[src/hdl/crd_pkg.sv]
// Package: shared constants and types for the CSV record deframer.
package crd_pkg;

    localparam logic [7:0] QUOTE_BYTE     = 8'h22;
    localparam logic [7:0] LF_BYTE        = 8'h0A;
    localparam logic [7:0] CR_BYTE        = 8'h0D;
    localparam logic [7:0] SPACE_BYTE     = 8'h20;
    localparam logic [7:0] DELIMITER_INIT = 8'h2C;

    typedef struct packed {
        logic [7:0] data_byte;
        logic       end_of_input;
    } crd_item_t;

    typedef struct packed {
        logic       valid;
        logic [7:0] out_byte;
        logic       record_end;
    } crd_result_t;

endpackage

[src/hdl/crd_in_if.sv]
// Interface: input byte channel with valid/ready handshake.
interface crd_in_if;
    logic       valid;
    logic       ready;
    logic [7:0] data_byte;
    logic       end_of_input;

    modport source (output valid, output data_byte, output end_of_input, input ready);
    modport sink   (input valid, input data_byte, input end_of_input, output ready);
endinterface

[src/hdl/crd_out_if.sv]
// Interface: output record text channel with valid/ready handshake.
interface crd_out_if;
    logic       valid;
    logic       ready;
    logic [7:0] out_byte;
    logic       record_end;

    modport source (output valid, output out_byte, output record_end, input ready);
    modport sink   (input valid, input out_byte, input record_end, output ready);
endinterface

[src/hdl/csv_record_deframer.sv]
// Top level: CSV record deframer with input register, decoder and result register.
//
//   channel  dir  handshake      payload
//   rx       in   valid/ready    data_byte[7:0], end_of_input
//   tx       out  valid/ready    out_byte[7:0], record_end
//   cfg      in   cfg_wr_en      cfg_wr_data[7:0] -> field delimiter
//
// One byte per cycle sustained while tx is ready. The input register and result
// register form a two-stage pipeline that each byte passes through, and the parser
// flags update as a byte leaves the input register.
// Reset clears the flags and both valid bits and sets the delimiter to a comma.
// A stall on tx holds the result; rx keeps taking bytes until both stages are full.
module csv_record_deframer
(
    input  logic       clk,
    input  logic       rst_n,
    input  logic       cfg_wr_en,
    input  logic [7:0] cfg_wr_data,
    crd_in_if.sink     rx,
    crd_out_if.source  tx
);
    import crd_pkg::*;

    logic        in_valid_reg;
    crd_item_t   in_item_reg;
    logic [7:0]  delimiter_reg;
    logic        advance;
    logic        can_load;
    crd_result_t result;

    assign advance  = in_valid_reg && can_load;
    assign rx.ready = !in_valid_reg || can_load;

    always_ff @(posedge clk or negedge rst_n)
    begin
        if (!rst_n)
        begin
            in_valid_reg  <= 1'b0;
            delimiter_reg <= DELIMITER_INIT;
        end
        else
        begin
            if (rx.ready)
            begin
                in_valid_reg <= rx.valid;
            end
            if (cfg_wr_en)
            begin
                delimiter_reg <= cfg_wr_data;
            end
        end
    end

    always_ff @(posedge clk)
    begin
        if (rx.valid && rx.ready)
        begin
            in_item_reg.data_byte    <= rx.data_byte;
            in_item_reg.end_of_input <= rx.end_of_input;
        end
    end

    crd_byte_decode u_decode
    (
        .clk             (clk),
        .rst_n           (rst_n),
        .advance         (advance),
        .item            (in_item_reg),
        .field_delimiter (delimiter_reg),
        .result          (result)
    );

    crd_out_stage u_out
    (
        .clk      (clk),
        .rst_n    (rst_n),
        .advance  (advance),
        .result   (result),
        .can_load (can_load),
        .tx       (tx)
    );

    a_hold_input: assert property (@(posedge clk) disable iff (!rst_n)
        in_valid_reg && !advance |=> in_valid_reg && $stable(in_item_reg))
        else $error("input item dropped while stalled");

    a_ready_when_empty: assert property (@(posedge clk) disable iff (!rst_n)
        !in_valid_reg |-> rx.ready)
        else $error("not ready with empty input register");

    a_flow_result: assert property (@(posedge clk) disable iff (!rst_n)
        advance && result.valid |=> tx.valid)
        else $error("result not presented");

endmodule

[src/hdl/crd_byte_decode.sv]
// Byte decoder: quote, delimiter and record-end rules with the parser flags.
module crd_byte_decode
(
    input  logic                clk,
    input  logic                rst_n,
    input  logic                advance,
    input  crd_pkg::crd_item_t  item,
    input  logic [7:0]          field_delimiter,
    output crd_pkg::crd_result_t result
);
    import crd_pkg::*;

    logic inside_quotes_reg;
    logic inside_quotes_next;
    logic quote_pending_reg;
    logic quote_pending_next;
    logic record_has_content_reg;
    logic record_has_content_next;

    always_comb
    begin
        logic       outside;
        logic [7:0] b;
        b                       = item.data_byte;
        outside                 = 1'b0;
        inside_quotes_next      = inside_quotes_reg;
        quote_pending_next      = quote_pending_reg;
        record_has_content_next = record_has_content_reg;
        result.valid            = 1'b0;
        result.out_byte         = 8'h00;
        result.record_end       = 1'b0;

        if (item.end_of_input)
        begin
            result.valid            = record_has_content_reg;
            result.record_end       = record_has_content_reg;
            inside_quotes_next      = 1'b0;
            quote_pending_next      = 1'b0;
            record_has_content_next = 1'b0;
        end
        else if (quote_pending_reg)
        begin
            quote_pending_next = 1'b0;
            if (b == QUOTE_BYTE)
            begin
                result.valid            = 1'b1;
                result.out_byte         = QUOTE_BYTE;
                record_has_content_next = 1'b1;
            end
            else
            begin
                inside_quotes_next = 1'b0;
                outside            = 1'b1;
            end
        end
        else if (inside_quotes_reg)
        begin
            if (b == QUOTE_BYTE)
            begin
                quote_pending_next = 1'b1;
            end
            else
            begin
                result.valid            = 1'b1;
                result.out_byte         = b;
                record_has_content_next = 1'b1;
            end
        end
        else
        begin
            outside = 1'b1;
        end

        if (outside)
        begin
            if (b == QUOTE_BYTE)
            begin
                inside_quotes_next = 1'b1;
            end
            else if (b == field_delimiter)
            begin
                result.valid    = record_has_content_reg;
                result.out_byte = SPACE_BYTE;
            end
            else if (b inside {LF_BYTE, CR_BYTE})
            begin
                result.valid            = record_has_content_reg;
                result.record_end       = record_has_content_reg;
                record_has_content_next = 1'b0;
            end
            else
            begin
                result.valid            = 1'b1;
                result.out_byte         = b;
                record_has_content_next = 1'b1;
            end
        end
    end

    always_ff @(posedge clk or negedge rst_n)
    begin
        if (!rst_n)
        begin
            inside_quotes_reg      <= 1'b0;
            quote_pending_reg      <= 1'b0;
            record_has_content_reg <= 1'b0;
        end
        else if (advance)
        begin
            inside_quotes_reg      <= inside_quotes_next;
            quote_pending_reg      <= quote_pending_next;
            record_has_content_reg <= record_has_content_next;
        end
    end

    a_pending_in_quotes: assert property (@(posedge clk) disable iff (!rst_n)
        quote_pending_reg |-> inside_quotes_reg)
        else $error("quote pending outside quotes");

    a_eoi_clears: assert property (@(posedge clk) disable iff (!rst_n)
        advance && item.end_of_input |=>
            !inside_quotes_reg && !quote_pending_reg && !record_has_content_reg)
        else $error("flags not cleared after end of input");

    a_end_needs_content: assert property (@(posedge clk) disable iff (!rst_n)
        result.valid && result.record_end |-> record_has_content_reg)
        else $error("record end without content");

    a_byte_sets_content: assert property (@(posedge clk) disable iff (!rst_n)
        advance && result.valid && !result.record_end && !item.end_of_input |=>
            record_has_content_reg)
        else $error("content flag not set after emitted byte");

endmodule

[src/hdl/crd_out_stage.sv]
// Result register: holds one transfer for the output channel.
module crd_out_stage
(
    input  logic                 clk,
    input  logic                 rst_n,
    input  logic                 advance,
    input  crd_pkg::crd_result_t result,
    output logic                 can_load,
    crd_out_if.source            tx
);
    import crd_pkg::*;

    logic       out_valid_reg;
    logic [7:0] out_byte_reg;
    logic       record_end_reg;

    assign can_load = !out_valid_reg || tx.ready;

    always_ff @(posedge clk or negedge rst_n)
    begin
        if (!rst_n)
        begin
            out_valid_reg <= 1'b0;
        end
        else if (advance)
        begin
            out_valid_reg <= result.valid;
        end
        else if (tx.ready)
        begin
            out_valid_reg <= 1'b0;
        end
    end

    always_ff @(posedge clk)
    begin
        if (advance && result.valid)
        begin
            out_byte_reg   <= result.out_byte;
            record_end_reg <= result.record_end;
        end
    end

    assign tx.valid      = out_valid_reg;
    assign tx.out_byte   = out_byte_reg;
    assign tx.record_end = record_end_reg;

    a_end_byte_zero: assert property (@(posedge clk) disable iff (!rst_n)
        out_valid_reg && record_end_reg |-> out_byte_reg == SPACE_BYTE - SPACE_BYTE)
        else $error("record end carries a byte");

    a_no_overwrite: assert property (@(posedge clk) disable iff (!rst_n)
        out_valid_reg && !tx.ready |=> out_valid_reg && $stable(out_byte_reg))
        else $error("pending result lost");

    a_advance_room: assert property (@(posedge clk) disable iff (!rst_n)
        advance |-> can_load)
        else $error("advance into a full result register");

endmodule

[src/flat_wrapper.sv]
// flat-port wrapper written by rule: the top's interface ports become plain ports
module csv_record_deframer_flat import crd_pkg::*;
  (clk, rst_n, cfg_wr_en, cfg_wr_data, rx_valid, rx_data_byte, rx_end_of_input, rx_ready, tx_valid, tx_out_byte, tx_record_end, tx_ready);
  crd_in_if rx_i ();
  crd_out_if tx_i ();
  input  logic clk;
  input  logic rst_n;
  input  logic cfg_wr_en;
  input  logic [7:0] cfg_wr_data;
  input wire logic [$bits(rx_i.valid)-1:0] rx_valid;
  input wire logic [$bits(rx_i.data_byte)-1:0] rx_data_byte;
  input wire logic [$bits(rx_i.end_of_input)-1:0] rx_end_of_input;
  output wire logic [$bits(rx_i.ready)-1:0] rx_ready;
  output wire logic [$bits(tx_i.valid)-1:0] tx_valid;
  output wire logic [$bits(tx_i.out_byte)-1:0] tx_out_byte;
  output wire logic [$bits(tx_i.record_end)-1:0] tx_record_end;
  input wire logic [$bits(tx_i.ready)-1:0] tx_ready;
  assign rx_i.valid = rx_valid;
  assign rx_i.data_byte = rx_data_byte;
  assign rx_i.end_of_input = rx_end_of_input;
  assign rx_ready = rx_i.ready;
  assign tx_valid = tx_i.valid;
  assign tx_out_byte = tx_i.out_byte;
  assign tx_record_end = tx_i.record_end;
  assign tx_i.ready = tx_ready;
  csv_record_deframer u_core (.clk(clk), .rst_n(rst_n), .cfg_wr_en(cfg_wr_en), .cfg_wr_data(cfg_wr_data), .rx(rx_i), .tx(tx_i));
endmodule
[config.mk]
export PLATFORM = sky130hd
export DESIGN_NAME = csv_record_deframer_flat
export DESIGN_NICKNAME = d
export VERILOG_FILES = /design/src/hdl/crd_pkg.sv /design/src/hdl/crd_in_if.sv /design/src/hdl/crd_out_if.sv /design/src/hdl/csv_record_deframer.sv /design/src/hdl/crd_byte_decode.sv /design/src/hdl/crd_out_stage.sv /design/src/flat_wrapper.sv
export SDC_FILE = /design/constraint.sdc
export NUM_CORES = 1
export LEC_CHECK = 0
export BUFFER_PORTS_ARGS = -buffer_cell sky130_fd_sc_hd__buf_4
export CAP_MARGIN = 20
export CORE_MARGIN = 1.5
export CORE_UTILIZATION = 34
export DETAILED_ROUTE_END_ITERATION = 10
export PLACE_DENSITY = 0.55
export SYNTH_ARGS = -nofsm -noshare
export SYNTH_HDL_FRONTEND = slang
export SYNTH_SLANG_ARGS = --single-unit
export TNS_END_PERCENT = 20
[constraint.sdc]
create_clock -name clk -period 2.4 [get_ports clk]
set_input_delay 0.48 -clock clk [delete_from_list [all_inputs] [get_ports clk]]
set_output_delay 0.48 -clock clk [all_outputs]
set_load 0.1 [all_outputs]
* Word-level counts from Yosys, hierarchy flattened
Index checks and enable logic that the tools add are counted.
** Cells by class
- Eq/ne operators :: 4
- Multiplexer cells :: 38
- Reductions and logical operators :: 9
** Operator list (number)
- two-way mux 9 bit :: 5
- two-way mux 1 bit :: 29
- two-way mux 10 bit :: 2
- equality test 8 x 4 -> 1 bit (second input constant) :: 2
- two-way mux 8 bit :: 2
- equality test 8 x 6 -> 1 bit (second input constant) :: 1
- equality test 8 bit :: 1
- nonzero test 2 bit :: 2
- logical AND 1 bit :: 3
- logical NOT 1 bit :: 2
- logical OR 1 bit :: 2
** Storage, ports and cells
- Register bits after elaboration :: 31
- Input bits :: 22
- Output and inout port bits :: 11
- Word-level logic and storage cells :: 61

* Longest topological paths before layout
Gate-level depths: netlist (run 1).
- Word-level depth :: 10
- Gate-level depth with buffers :: 6
- Depth with buffers taken out :: 5

* Cells and area by module
Synthesis (run 1) repeated with hierarchy kept, for this count alone.
** Second synthesis, totals
- Cell total of the unflattened synthesis :: 104
- Area, all modules :: 1508.9 µm²
** Modules (own cells, without submodules)
- csv_record_deframer :: times used 1, cells each 31, area an instance 655.6 µm², seq. area each 499.2 µm²
- crd_byte_decode :: times used 1, cells each 60, area an instance 528.0 µm², seq. area each 75.1 µm²
- crd_out_stage :: times used 1, cells each 13, area an instance 325.3 µm², seq. area each 295.3 µm²

* Worst setup path before layout (run 1)
OpenSTA, ideal clock, no wires.
- Path kind :: register to register
- From :: register u_core.in_item_reg[7] (netlist bit)
- To :: register u_core.u_out.out_byte_reg[0], in the netlist u_core.u_out.tx.out_byte[0] (enable)
- Library setup time :: 0.387 ns
- Arrival time :: 2.194 ns
- Data required time :: 2.013 ns
- Setup slack :: -0.180 ns
- Stages on the path, launching flop included :: 7
- Buffers on the path :: 1
- Cells stage by stage :: edfxtp_1 or3_4 or4_4 buf_6 nand3b_1 a21oi_1 nor3_1
** Between the ends
- Word-level cells in the longest chain between the ends :: 8
** RTL lines
- from (decl) :: line csv_record_deframer.sv:25 : crd_item_t in_item_reg;
- equality test 8 x 6 -> 1 bit :: line crd_byte_decode.sv:44, crd_byte_decode.sv:58, crd_byte_decode.sv:76
- two-way mux 9 bit :: line crd_byte_decode.sv:58 : if (b == QUOTE_BYTE)
- two-way mux 9 bit :: line crd_byte_decode.sv:56 : else if (inside_quotes_reg)
- two-way mux 9 bit :: line crd_byte_decode.sv:41 : else if (quote_pending_reg)
- two-way mux 1 bit :: line crd_byte_decode.sv:33 : if (item.end_of_input)
- two-way mux 10 bit :: line crd_byte_decode.sv:76 : if (b == QUOTE_BYTE)
- two-way mux 10 bit * :: line crd_byte_decode.sv:74 : if (outside)
- logical AND 1 bit * :: line crd_out_stage.sv:37 : if (advance && result.valid)
- to (signal assigned) :: line crd_out_stage.sv:39 : out_byte_reg <= result.out_byte;
- to (decl) :: line crd_out_stage.sv:14 : logic [7:0] out_byte_reg;
Mark *: on every way between the ends. The rest lies on a longest branch, timed or not.
A chain may end at the register's enable or synchronous reset.

* Final worst setup path (run 1)
Same ends and word-level chain as after synthesis.

==> metrics, run 1 <==
Switch Pwr 0.619 mW; post-synthesis instance total 109; num ports 33; Worst EP arrival about 2.2 ns; # hold bufs at CTS 0; syn avg cell area 13.1 sq um; Ant. Diodes 0; Pwr Density 961 nW/um^2; dominant synthesized flop cell edfxtp_1; P&R area growth vs syn 30.1%; vias per inst 4.98; CTS resizes 0; Worst-path clk slew 0.07 ns; Sequential Power Share between 40 and 50%; footprint of the multi-input gates 529 sq um; Worst Setup End Kind register; Finished Cell Area roughly 1900 sq um; most area-consuming cells after synthesis edfxtp_1 38%, dfrtp_1 18%, mux2_2 6.3%, dfstp_2 5.5%, xor2_1 4.9%; asr flop ratio synth 41.9%; grt peak-use layer met2; dpl ws roughly 0.23 ns; Pleak between 0.7 and 0.8 nW; CTS root buf clkbuf_8; core area approximately 4000 sq um; fmax roughly 460 MHz; max reg flops 9; Fin. Hold Viols 0; site row count 23; largest net degree at the start of global routing 16; die height 67.8 microns; die area 4600 sq um; Ys Warns 0; GP Congestion 0.836; CTS tree built; grt met1 use approximately 18%; mapped cell area 1430 sq um; worst setup margin about 0.20 ns; port bufs 32; met2 usage 20.5%; sequential fraction of the synthesis area 60.9%; fin nets 170; post-synthesis cell type count 37; initial antenna violation count 0; hpwl dp 2140 microns; Setup CP Type reg2reg; CTS sink count 31; layout cells sized above 1 between 40% and 50%; H-Tree Depth 2; final wirelength approximately 2800 microns; Final Setup Violations 0; Post-Route Skew 0.00950 ns; ANT nets after route 0; Post-synth EDFFs 18; Die X 67.8 microns; r2r setup slk 0.20 ns; HP Class in2async; Int Pwr ~1.2 mW; FF+latch area 870 sq um; Clock Latency Late Sink 0.29 ns; Sw Ratio roughly a third; final critical-path share of the clock period 91.6%; RSZ-0062 raised after global routing no; Comb pwr share a little under a third; Fillers 388; Fin Setup TNS 0 ns; fin. max-slew vios 0; drt first-iter violations 43; Post-DP Area 1740 sq um; GR Util met3 5.00%; Post-Syn Nets 131; Peak VDD IR 0.000402 V; first-pass GRT wire length 4430 microns; Tmin final 2.20 ns; outcome finished clean; cell taking the most area after synthesis edfxtp_1; CTS max path bufs 2; overall routing resource usage 13.6%; routed vias 992; vias in the first global route 958; Reg2Reg Depth 6; Initial Util between 30% and 40%; max-cap viol count 0; crit-path max FO 9; commonest non-fill, non-tap cell in the layout buf_4; Synth top area share 37.9%; Avg WL per Cell 14.2 microns; GRT overflow 0; Remaining DRCs 0; actual slew at the worst max-slew pin roughly 0.51 ns; most frequent cells in the layout 35 x buf_4, 18 x edfxtp_1, 10 x dfrtp_1; startpoint class of the critical path register; Post-CTS Setup Bufs 0; synthesis-stage register bit count 31; CTS Buf Count 5; Max-Slew Margin vs Limit approximately two thirds; Initial DRT Pass Iterations 4; Clock Power Share a little under 30%; Crit path required time 2.39 ns
-- cell usage after synthesis, types with 2 or more instances --
cell / n
nor3_1: 2
nor4_1: 5
edfxtp_1: 18
nand2_1: 6
a21oi_1: 5
nor2b_1: 2
dfstp_2: 3
inv_1: 4
xor2_1: 8
o21ai_0: 2
mux2_2: 8
nand2b_1: 4
dfrtp_1: 10
nand3b_1: 2
nor3b_1: 4
clkbuf_1: 2
nor2_1: 4
-- power groups by stage --
stage | clock network, mW | logic, mW | registers [mW]
finish | 0.526 | 0.539 | 0.719
global route | 0.561 | 0.572 | 0.729
CTS | 0.538 | 0.542 | 0.720
detailed placement | 0 | 0.541 | 0.729
global placement | 0 | 0.537 | 0.726
floorplan | 0 | 0.190 | 0.936
-- metrics by stage --
step	utilization, %	cells	hold WS, ns	total power [mW]
global route	46.1	199	0.0247	1.86
global placement	43.2	191	0.336	1.26
floorplan	-	109	0.184	1.13
detailed placement	43.2	191	0.340	1.27
finish	46.1	199	0.0287	1.78
CTS	46.1	199	0.0309	1.80
-- kinds of logic (layout without fill, tap and decap cells) --
| family | Yosys count | in the layout | share of synthesized area, % |
|---|---|---|---|
| simple gates | 37 | 37 | 15.9 |
| buf+inv | 7 | 47 | 2.37 |
| compound gates | 18 | 18 | 9.64 |
| mux | 8 | 8 | 6.31 |
| xor+xnor | 8 | 8 | 4.91 |
| flops | 31 | 31 | 60.9 |
-- layout make-up --
| type | count | share of cell area [%] |
|---|---|---|
| Inverter | 4 | 0.809 |
| Clock inverter | 2 | 1.89 |
| Tap cell | 50 | 3.37 |
| Clock buffer | 6 | 4.45 |
| Timing Repair Buffer | 35 | 14.2 |
| Sequential cell | 31 | 46.8 |
| Multi-Input combinational cell | 71 | 28.5 |
-- final timing paths --
check / start / end
setup / recovery: u_core.in_item_reg[7] / u_core.u_out.tx.out_byte[0]
hold / removal: rst_n / u_core.delimiter_reg[6]
setup reg to reg: u_core.in_item_reg[7] / u_core.u_out.tx.out_byte[0]
hold reg to reg: u_core.delimiter_reg[0] / u_core.delimiter_reg[0]
max in group asynchronous: rst_n / u_core.delimiter_reg[2]
min in group clk: rx_data_byte[6] / u_core.in_item_reg[7]
-- routing by layer --
layer  vias to the layer above  routed length [microns]  part of all wire [%]
met1                       467                     1220                    43
met5                         -                        0                     0
met2                        39                     1400                    50
met3                         2                      186                   6.6
li1                        484                        -                     -
met4                         0                       20                  0.71
-- critical path: stages (launching register included) --
cell and delay, ns:
edfxtp_1 0.44, or3_4 0.42, or4_4 0.48, nand3b_1 0.11, a21oi_1 0.06, nor3_2 0.20, buf_4 0.19
No activity file was read; power rests on OpenSTA's default activity.
==> run 2, diff against run 1 <==
--- a/config.mk
+++ b/config.mk
@@ -8,9 +8,9 @@
 export BUFFER_PORTS_ARGS = -buffer_cell sky130_fd_sc_hd__buf_4
 export CAP_MARGIN = 20
 export CORE_MARGIN = 1.5
-export CORE_UTILIZATION = 34
+export CORE_UTILIZATION = 40
 export DETAILED_ROUTE_END_ITERATION = 10
-export PLACE_DENSITY = 0.55
+export PLACE_DENSITY = 0.63
 export SYNTH_ARGS = -nofsm -noshare
 export SYNTH_HDL_FRONTEND = slang
 export SYNTH_SLANG_ARGS = --single-unit
==> metrics, run 2 (synthesized netlist as in run 1, its figures left out) <==
outcome finished clean; Non-Filler Instances 195; Crit path required time 2.42 ns; footprint of the multi-input gates roughly 530 sq um; Post-Route Skew 0.0141 ns; CTS sink count 31; actual slew at the worst max-slew pin just over 0.5 ns; vias per inst between 5 and 6; hold path start rx_data_byte[6]; fin. max-slew vios 0; Pleak about 0.74 nW; wire length on met3 125 microns; CTS tree built; Remaining DRCs 0; vias in the first global route 984; worst reg2reg path startpoint u_core.in_item_reg[7]; Sw Ratio 37.6%; CTS Buf Count 5; CP top delay family simple AND/OR/NAND/NOR gates; Worst Setup End Kind register; fmax about 450 MHz; CP max stage cell or4_4; Clock Power Share around a fifth; Fin Setup TNS 0 ns; Initial DRT Pass Iterations 4; RSZ-0062 raised after global routing no; first-pass GRT wire length 4430 microns; overall routing resource usage between 10% and 20%; num ports 33; P&R area growth vs syn 25.9%; commonest non-fill, non-tap cell in the layout buf_4; HP Class in2reg; core area approximately 3400 sq um; dpl ws 0.222 ns; Switch Pwr 0.580 mW; die height ~63 microns; site row count 21; max reg flops 9; crit-path max FO 9; slowest stage delay, CP 0.48 ns; crit-path cells or3_4 -> or4_4 -> nand3b_1 -> a21oi_1 -> nor3_2 -> buf_4; CTS max path bufs 2; hpwl dp roughly 2000 microns; WL met2 1410 microns; Fin. Hold Viols 0; Initial Util around 42%; routed vias 1019; drt first-iter violations 27; Worst Path Buf+Inv 1; crit path from u_core.in_item_reg[7]; Post-CTS Setup Bufs 0; max-cap viol count 0; die area 3940 sq um; Peak VDD IR 0.000400 V; initial antenna violation count 0; Clock Latency Late Sink 0.32 ns; Fillers 312; Worst EP arrival 2.23 ns; Pwr Density 858 nW/um^2; worst setup margin 0.189 ns; GRT overflow 0; CTS resizes 0; Int Pwr 0.962 mW; port bufs 32; Die X 62.7 microns; final critical-path share of the clock period 92.1%; GP Congestion 0.837; # hold bufs at CTS 1; Ant. Diodes 0; H-Tree Depth 2; Setup CP Type reg2reg; startpoint class of the critical path register; top routing layer in use met4; Max-Slew Margin vs Limit 66.3%; largest net degree at the start of global routing 16; FF+latch area 870 sq um; layout cells sized above 1 ~40%; total chip power 1.54 mW; Worst-path clk slew approximately 0.090 ns; Tmin final 2.21 ns; ANT nets after route 0; Final Setup Violations 0; Sequential Power Share 46.6%; CTS root buf clkbuf_4; final wirelength 2690 microns; fin nets 170; WL met1 around 1100 microns; most frequent cells in the layout 34 x buf_4, 18 x edfxtp_1, 10 x dfrtp_1; Comb pwr share 34.1%; Avg WL per Cell 13.8 microns; Inst Count DP ~190
-- run 2: worst reg2reg max path: stages (launching register included) --
cell and delay [ns]:
edfxtp_1 0.46, or3_4 0.42, or4_4 0.48, nand3b_1 0.11, a21oi_1 0.06, nor3_2 0.19
buf_4 0.19
-- run 2: final cells by class --
class,instances,area share [%]
flip-flops and latches,31,48.4
multi-input cells,71,29.5
repair buffers,35,14.8
well taps,46,3.20
clock buffers,7,3.06
inverters,4,0.836
clock inverters,1,0.279
-- run 2: path summary, 6_finish.rpt --
kind                       slack (ns)                                      to  cells past startpoint
hold / removal                   0.33                   u_core.in_item_reg[7]                      1
max in group asynchronous        1.61                 u_core.delimiter_reg[2]                      2
setup reg to reg                 0.19             u_core.u_out.tx.out_byte[6]                      6
min in group asynchronous        0.54  u_core.u_decode.record_has_content_reg                      2
hold reg to reg                  0.54                 u_core.delimiter_reg[1]                      1
setup / recovery                 0.19             u_core.u_out.tx.out_byte[6]                      6
-- run 2: power by group through the flow --
| stage | Clock (mW) | Combinational (mW) | Sequential, mW |
|---|---|---|---|
| after detailed placement | 0 | 0.527 | 0.729 |
| after floorplan | 0 | 0.190 | 0.936 |
| final | 0.299 | 0.525 | 0.718 |
| after CTS | 0.311 | 0.529 | 0.719 |
| after global routing | 0.334 | 0.554 | 0.729 |
| after global placement | 0 | 0.523 | 0.726 |
-- run 2: through the flow --
stage	util [%]	hold WS (ns)	area [sq um]
finish	53.0	0.331	1800
floorplan	-	0.184	1430
detailed placement	50.9	0.342	1730
CTS	53.0	0.316	1800
global route	53.0	0.305	1800
global placement	50.9	0.335	1730
-- run 2: routing by layer --
metal,up-vias,track usage [%]
met5,-,0
met3,4,4.32
li1,486,-
met2,32,26.3
met4,0,5.83
met1,497,16.0
==> run 3, diff against run 2 <==
--- a/config.mk
+++ b/config.mk
@@ -5,9 +5,9 @@
 export SDC_FILE = /design/constraint.sdc
 export NUM_CORES = 1
 export LEC_CHECK = 0
-export BUFFER_PORTS_ARGS = -buffer_cell sky130_fd_sc_hd__buf_4
-export CAP_MARGIN = 20
-export CORE_MARGIN = 1.5
+export BUFFER_PORTS_ARGS = -buffer_cell sky130_fd_sc_hd__buf_2
+export CAP_MARGIN = 30
+export CORE_MARGIN = 4
 export CORE_UTILIZATION = 40
 export DETAILED_ROUTE_END_ITERATION = 10
 export PLACE_DENSITY = 0.63
==> metrics, run 3 (synthesized netlist as in run 1, its figures left out) <==
outcome finished clean; Fin. Hold Viols 0; WHS 0.0353 ns; # hold bufs at CTS 0; Initial DRT Pass Iterations 4; fin nets between 150 and 200; HP Class in2async; Crit path required time 2.43 ns; site row count 21; CTS resizes 0; H-Tree Depth 2; vias per inst 5.15; Pwr Density a little under 900 nW/um^2; CTS tree built; overall routing resource usage 14.1%; Post-CTS Setup Bufs 0; vias in the first global route 987; Pleak 0.708 nW; Avg WL per Cell 14.0 microns; most frequent cells in the layout 32 x buf_2, 18 x edfxtp_1, 10 x dfrtp_1; top routing layer in use met4; Die X 67.7 microns; max-cap viol count 0; max reg flops 9; GP Congestion roughly 0.8; Initial Util 42.1%; layout cells sized above 1 39.9%; crit-path cells or3_4 -> or4_4 -> nand3b_1 -> a21oi_1 -> nor3_2 -> buf_4; Max-Slew Margin vs Limit 65.8%; GRT overflow 0; startpoint class of the critical path register; Final Setup Violations 0; CP top delay family simple AND/OR/NAND/NOR gates; final critical-path share of the clock period just over 90%; Setup CP Type reg2reg; total chip power 1.52 mW; RSZ-0062 raised after global routing no; Peak VDD IR about 0.0005 V; core area about 3400 sq um; first-pass GRT wire length 4510 microns; commonest non-fill, non-tap cell in the layout buf_2; Tmin final 2.21 ns; P&R area growth vs syn 19.5%; drt first-iter violations 30; CTS Buf Count 5; Post-Route Skew 0.0144 ns; Ant. Diodes 0; Clock Latency Late Sink 0.32 ns; ANT nets after route 0; port bufs 32; Fin Setup TNS 0 ns; CTS sink count 31; crit-path max FO 9; wire length on met3 209 microns; Worst Setup End Kind register; Worst Path Buf+Inv 1; fin. max-slew vios 0; CTS root buf clkbuf_4; hpwl dp slightly above 2000 microns; die height 67.7 microns; Worst-path clk slew 0.10 ns; num ports 33; actual slew at the worst max-slew pin 0.513 ns; die area 4590 sq um; Worst EP arrival around 2.2 ns; CTS max path bufs 2; WL met2 about 1300 microns; fmax 452 MHz; routed vias 1000; Remaining DRCs 0; slowest stage delay, CP roughly 0.48 ns; CP max stage cell or4_4; WL met1 about 1200 microns; initial antenna violation count 0; final wirelength 2710 microns; largest net degree at the start of global routing 16
==> run 3: layout make-up <==
class,count,area [sq um]
clock buffers,7,55.1
clock inverters,1,5.00
fillers,299,1680
inverters,4,15.0
multi-input cells,71,529
flip-flops and latches,31,870
well taps,46,57.6
repair buffers,34,175
==> run 3: power breakdown <==
part / leakage [nW] / switching [mW] / internal (mW) / total [mW]
clock: 0.0353 / 0.164 / 0.142 / 0.306
sequential: 0.326 / 0.0566 / 0.658 / 0.715
combinational: 0.347 / 0.365 / 0.132 / 0.497
==> run 3: final timing paths <==
kind	startpoint	end	slack, ns	cells after the start
min reg2reg	u_core.delimiter_reg[0]	u_core.delimiter_reg[0]	0.54	1
max reg2reg	u_core.in_item_reg[7]	u_core.u_out.tx.out_byte[2]	0.19	6
max	u_core.in_item_reg[7]	u_core.u_out.tx.out_byte[2]	0.19	6
max in group asynchronous	rst_n	u_core.delimiter_reg[2]	2.06	1
min in group clk	rx_data_byte[7]	u_core.in_item_reg[8]	0.33	1
min	rst_n	u_core.u_decode.quote_pending_reg	0.04	1
==> run 3: metal layers <==
layer  global-route usage [%]  up-vias
met5                        0        -
met4                     8.35        0
met3                     4.99        5
met2                     21.5       37
met1                     17.0      477
li1                         -      481
==> run 3: through the flow <==
stage	instance area (sq um)	util, %	instances	setup WS (ns)
2_1_floorplan	1430	-	109	0.0796
3_3_place_gp	1650	48.6	186	0.284
3_5_place_dp	1650	48.6	186	0.205
4_1_cts	1710	50.4	194	0.189
5_1_grt	1710	50.4	194	0.0934
6_report	1710	50.4	194	0.186
